[src/rtl/core/idea_pkg.sv]
// Shared types, constants and modular arithmetic for the IDEA cipher engine.
`default_nettype none

package idea_pkg;

  typedef logic [15:0] word_t;

  // Control bits that travel down the pipeline beside each beat.
  typedef struct packed {
    logic valid;
    logic dir;
  } ctl_t;

  localparam int NSUB       = 52;
  localparam int KEY_BITS   = 128;
  localparam int ROT_HI     = 9;
  localparam int KEY_ROT    = 16 + ROT_HI;
  localparam int INV_ITERS  = 16;
  localparam int ITER_W     = $clog2(INV_ITERS);
  localparam logic [ITER_W-1:0] ITER_LAST = ITER_W'(INV_ITERS - 1);
  localparam logic [16:0] IDEA_MOD = 17'h10001;

  // Configuration register indexes.
  localparam logic [1:0] REG_KEY_HIGH = 2'd0;
  localparam logic [1:0] REG_KEY_LOW  = 2'd1;

  // Multiplication modulo 65537, word 0 standing for 65536.
  function automatic word_t mul_mod(input word_t a, input word_t b);
    logic [31:0] p;
    logic [16:0] diff;
    p = 32'(a) * 32'(b);
    diff = {1'b0, p[15:0]} - {1'b0, p[31:16]};
    if (p[15:0] < p[31:16]) begin
      diff = diff + IDEA_MOD;
    end
    if (p == 32'd0) begin
      return word_t'(16'd1 - a - b);
    end
    return diff[15:0];
  endfunction

endpackage

`default_nettype wire

[src/rtl/core/idea_round.sv]
// One IDEA round as three register stages.
`default_nettype none

module idea_round (
  input  logic               clk,
  input  logic               rst,
  input  idea_pkg::ctl_t     in_ctl,
  input  logic [63:0]        x,
  input  idea_pkg::word_t    kf [6],
  input  idea_pkg::word_t    ki [6],
  output idea_pkg::ctl_t     out_ctl,
  output logic [63:0]        y
);
  import idea_pkg::*;

  ctl_t  c1, c2, c3;
  word_t a1, b1, cc1, d1;
  word_t a2, b2, cc2, d2, t1_2;
  word_t a3, b3, cc3, d3, t1_3, t2_3;
  word_t k0, k1, k2, k3, k4, k5, sum;

  // Subkeys chosen by the direction carried in each stage.
  assign k0 = in_ctl.dir ? ki[0] : kf[0];
  assign k1 = in_ctl.dir ? ki[1] : kf[1];
  assign k2 = in_ctl.dir ? ki[2] : kf[2];
  assign k3 = in_ctl.dir ? ki[3] : kf[3];
  assign k4 = c1.dir ? ki[4] : kf[4];
  assign k5 = c2.dir ? ki[5] : kf[5];

  // Control bits (valid and direction) of the three stages.
  always_ff @(posedge clk) begin
    if (rst) begin
      c1 <= '0;
      c2 <= '0;
      c3 <= '0;
    end else begin
      c1 <= in_ctl;
      c2 <= c1;
      c3 <= c2;
    end
  end

  // Stage one: key mixing; stage two: first MA multiply; stage three: second.
  always_ff @(posedge clk) begin
    a1   <= mul_mod(x[63:48], k0);
    b1   <= x[47:32] + k1;
    cc1  <= x[31:16] + k2;
    d1   <= mul_mod(x[15:0], k3);
    a2   <= a1;
    b2   <= b1;
    cc2  <= cc1;
    d2   <= d1;
    t1_2 <= mul_mod(a1 ^ cc1, k4);
    a3   <= a2;
    b3   <= b2;
    cc3  <= cc2;
    d3   <= d2;
    t1_3 <= t1_2;
    t2_3 <= mul_mod((b2 ^ d2) + t1_2, k5);
  end

  // Final mixing of the round.
  assign sum     = t1_3 + t2_3;
  assign y       = {a3 ^ t2_3, cc3 ^ t2_3, b3 ^ sum, d3 ^ sum};
  assign out_ctl = c3;

endmodule

`default_nettype wire

[config.mk]
export PLATFORM = sky130hd
export DESIGN_NAME = idea_round
export DESIGN_NICKNAME = d
export VERILOG_FILES = /design/src/rtl/core/idea_pkg.sv /design/src/rtl/core/idea_round.sv
export SDC_FILE = /design/constraint.sdc
export NUM_CORES = 2
export LEC_CHECK = 0
export BUFFER_PORTS_ARGS = -buffer_cell sky130_fd_sc_hd__buf_2
export CAP_MARGIN = 25
export CORE_ASPECT_RATIO = 0.7
export CORE_UTILIZATION = 63
export DETAILED_ROUTE_END_ITERATION = 8
export HOLD_SLACK_MARGIN = 0.15
export PLACE_DENSITY_LB_ADDON = 0.12
export SYNTH_ARGS = -nofsm -noshare
export SYNTH_HDL_FRONTEND = slang
export SYNTH_SLANG_ARGS = --single-unit
export TNS_END_PERCENT = 20
[constraint.sdc]
create_clock -name clk -period 12.7 [get_ports clk]
set_input_delay 0.635 -clock clk [delete_from_list [all_inputs] [get_ports clk]]
set_output_delay 0.635 -clock clk [all_outputs]
set_load 0.1 [all_outputs]
# Yosys cells after proc, flatten, opt, wreduce, memory -nomap -nowiden
# Cells that the tools add are included.
# totals
input_bits,260
out_inout_bits,66
word_cells,81
regBits,246
# classes
n_reduce_logical,4
muxes,22
multipliers,4
addsub,20
bitwise_logic,6
magnitude_cmp,4
# ops
operator,count
$mux 16,18
$logic_not 32->1,4
$mul 16x16->32,4
$sub 16x16->16,8
$xor 16x16->16,6
$add 16x1->16 const B,4
$add 16x16->16,4
$lt 16x16->1,4
$sub 1x16->16 const A,4
$mux 1,4

# Longest topological paths before layout
# depth
ltp_word,7
mapped_depth,47
ltp_nobuf,47

# Worst setup path after synthesis
# Ideal clock, no wire load.
# synth_timing
path_type,register to register
startpoint,register b2[0]
endpoint,register t2_3[10]
synth_period_minus_slack_ps,10636
stages_incl_launch_ff,43
arrival_ps,10516
slack_ps,2064
n_path_buf,0
t_required_ps,12579
setup_ps,121
path_cell_list,dfxtp_1 -> xor2_1 -> ha_1 -> inv_1 -> fa_1 -> nand3b_1 -> a21boi_0 -> o21ai_0 -> a21boi_0 -> o21ai_0 -> a21boi_0 -> o2111ai_1 -> nand3b_1 -> xor2_1 -> clkinv_1 -> nor2_1 -> fa_1 -> fa_1 -> [7 not listed] -> and2_1 -> or2_2 -> a2111oi_1 -> o21ai_0 -> a2111oi_0 -> nor3_1 -> ha_1 -> and3_1 -> a21oi_1 -> o21ai_0 -> nand2_1 -> nand3_1 -> a211oi_1 -> nand4_1 -> nor3_1 -> nand3_1 -> xnor2_1 -> mux2_2
# synth_between
elab_chain_cells,7
elab_cells_between_ends,13
classes_between,add/sub (5); mul (1); order compare (1); mux (4); bitwise (1); reduce/logical (1)
# synth_lines
element,line,text
"start, declared",idea_round.sv:18,"word_t a2, b2, cc2, d2, t1_2;"
"start signal, assigned",idea_round.sv:50,b2 <= b1;
$xor 16x16->16 (*),idea_round.sv:59,"t2_3 <= mul_mod((b2 ^ d2) + t1_2, k5);"
$add 16x16->16 (*),idea_round.sv:59,
$mul 16x16->32,idea_pkg.sv:31,p = 32'(a) * 32'(b);
$sub 16x16->16,idea_pkg.sv:32,"diff = {1'b0, p[15:0]} - {1'b0, p[31:16]};"
$add 16x1->16,idea_pkg.sv:34,diff = diff + IDEA_MOD;
$mux 16,idea_pkg.sv:33,if (p[15:0] < p[31:16]) begin
$mux 16 (*),idea_pkg.sv:39,return diff[15:0];
"end signal, assigned",idea_round.sv:59,
"end, declared",idea_round.sv:19,"word_t a3, b3, cc3, d3, t1_3, t2_3;"
# Mark *: on every way between the ends. The rest lies on a longest branch, timed or not. The select of a mux whose other input is x is not followed.
# A chain may end at the register's enable or synchronous reset.

# Final worst setup path
# layout_timing
startpoint,register b2[1]
endpoint,register t2_3[13]
# Same word-level chain as after synthesis.

==> metrics <==
status=complete, no violations; CP max-delay cell=a2111oi_2; Synth Cell Area=51300 um2; die area=82500 um2; # setup viols final=0; register area share after synthesis=9.61%; H-Tree Depth=1; via/cell ratio=5.69; row cnt=87; Ys Warns=0; Slew @ Worst Pin=1030 ps; most used cell, CP=fa_1; flop-to-flop setup slack=730 ps; input/output buffers=325; dominant cells by area after synthesis=fa_1, ha_1, dfxtp_1; Detailed Route WL=144000 um; Data arrival, critical path=12390 ps; DRC=0; vias in the first global route=41205; final critical-path required period=11970 ps; CP peak stage delay=670 ps; Clock Pin Slew Worst Setup and Hold Paths=70 ps; Post-CTS Resized=0; final hold violation count=0; most common cell in the netlist=inv_1; Overflow after GRT=0; Die Y=241 um; hpwl dp=121000 um; Crit path required time=13120 ps; first drt pass iteration count=5; CP endpoint kind=flip-flop; initial antenna violation count=2; post-synth top area cell=fa_1; Critical Path Source Type=flip-flop; Hold WC Path Type=primary input to flip-flop; worst setup path class=flip-flop to flip-flop; filler cell count=6718; Worst Hold Depth=2; Main synth FF type=dfxtp_1; CTS tree=done; Hold Crit Start=in_ctl[1]; Post-synth EDFFs=0; total clock sinks=246; hold_ws=318 ps; area grow syn2layout=7.44%; most frequent cells after synthesis=inv_1, fa_1, ha_1; Initial DRC Count=3244; CTS Buf Count=22; flops & latches, synth=246; RD Place Congestion=0.974; fin nets=7921; Mean Syn Cell Area=8.74 um2; width of the die=343 um; FF-to-FF path depth=43; cts-stage hold buffer count=0; fmax=0.0836 GHz; gr usage total=35.4%; top-area cell type share of the netlist area=30.8%; reg2reg start=b2[1]; via count=41233; clk root buf=clkbuf_16; worst skew pair latency=550 ps; IO Pins=326; Post-Route Skew=20.2 ps; cell area after layout=55100 um2; max-cap viol count=0; Crit Reg-Reg Endpoint=t2_3[13]; CORE AREA=80600 um2; RSZ-0062 raised after global routing=false; first-pass GRT wire length=226000 um; ys async rst share=0%; Hold EP=c1[1]; crit path max fanout=12; DR WL/cell=19.8 um; postcts setup bufs=0; share of layout cells above drive strength 1=8.94%; slew margin rel.=29.3%; clk buf depth=3; setup TNS=0 ps; Post-Syn Nets=7629; antenna viol nets, final=0; Final Cycle Share=94.2%; Unique masters post-synth=86; Slew Limit Fails=0; post-placement cell area=54300 um2; pin count of the biggest net entering global routing=32; Gate Count Post-Synth=5864; initial core utilization=63.6%
[cells by family (layout without fill, tap and decap cells)]
family	count (synthesis)	in the layout	share of synthesized area, %
AOI/OAI and AO/OA	605	605	7.80
xor gates and xnor gates	411	411	7.12
adders and majority gates	1505	1505	48.3
buffers and inverters	1302	1610	9.60
DFF	246	246	9.61
muxes	172	172	3.55
other	0	1	0
and+or+nand+nor	1623	1623	14.0
[how the worst max path moves through the flow]
stage          start  endpoint  slack [ps]  cells past startpoint
4_1_cts        b2[0]  t2_3[14]         540                     44
3_3_place_gp   b2[0]  t2_3[14]         980                     44
6_report       b2[1]  t2_3[13]         730                     43
3_5_place_dp   b2[0]  t2_3[14]         620                     44
2_1_floorplan  b2[0]  t2_3[10]        2060                     42
5_1_grt        b2[0]  t2_3[13]          30                     45
[area by class of cell]
cell class              count  area [um2]  share of cell area [%]
clock inverters            11         148                   0.268
repair buffers            396        2170                    3.94
clock buffers              29         628                    1.14
diodes                      1        2.50                 0.00454
well taps                1068        1340                    2.43
multi-input cells        4316       41500                    75.3
flip-flops and latches    246        4920                    8.94
inverters                1174        4410                    8.00
[worst max-delay path, delay by kind of cell (launching register included)]
| kind | cells | cell delay, ps |
|---|---|---|
| AOI/OAI and AO/OA | 17 | 4570 |
| adders and majority gates | 9 | 4010 |
| and+or+nand+nor | 9 | 1790 |
| xor gates and xnor gates | 3 | 480 |
| buffers and inverters | 4 | 380 |
| DFF | 1 | 360 |
| muxes | 1 | 270 |
[sequential cells by signal, indices dropped and copies added (netlist names)]
| register | cells |
|---|---|
| a1 | 16 |
| a2 | 16 |
| a3 | 16 |
| b1 | 16 |
| b2 | 16 |
| b3 | 16 |
| cc1 | 16 |
| cc2 | 16 |
| cc3 | 16 |
| d1 | 16 |
| d2 | 16 |
| d3 | 16 |
| t1_2 | 16 |
| t1_3 | 16 |
| t2_3 | 16 |
| c1 | 2 |
| c2 | 2 |
| out_ctl | 2 |
[routing by layer]
layer	vias up	part of all wire [%]	global-route usage (%)
met3	223	11	7.13
met1	20160	45	52.8
met2	1799	42	52.3
met4	0	2.8	9.16
met5	-	0	0
li1	19051	-	-
[placed cells by master, fill, tap and decap left out, drive strengths merged, types with 11 or more instances in the layout]
cell,n
a2111oi,14
a211oi,24
a21boi,25
a21o,89
a21oi,159
a31oi,16
and2,84
and3,42
buf,396
clkbuf,29
clkinv,30
dfxtp,246
fa,788
ha,717
inv,1152
mux2,74
mux2i,98
nand2,666
nand2b,30
nand3,61
nand4,30
nor2,501
nor2b,37
nor3,63
nor4,18
o2111ai,11
o211ai,15
o21a,31
o21ai,116
o21bai,22
o31ai,12
or2,16
or3,23
or4,13
xnor2,234
xor2,174
[metrics by stage]
stage                     std cells  setup slack [ps]  util, %
after floorplan                5864              2060        -
after global placement         7199               980     67.4
after detailed placement       7199               616     67.4
after CTS                      7239               539     68.3
after global routing           7240              31.5     68.4
final                          7241               733     68.4
Power is not shown: default switching activity piles up to over one toggle a cycle in this logic, so the estimate is an artifact.
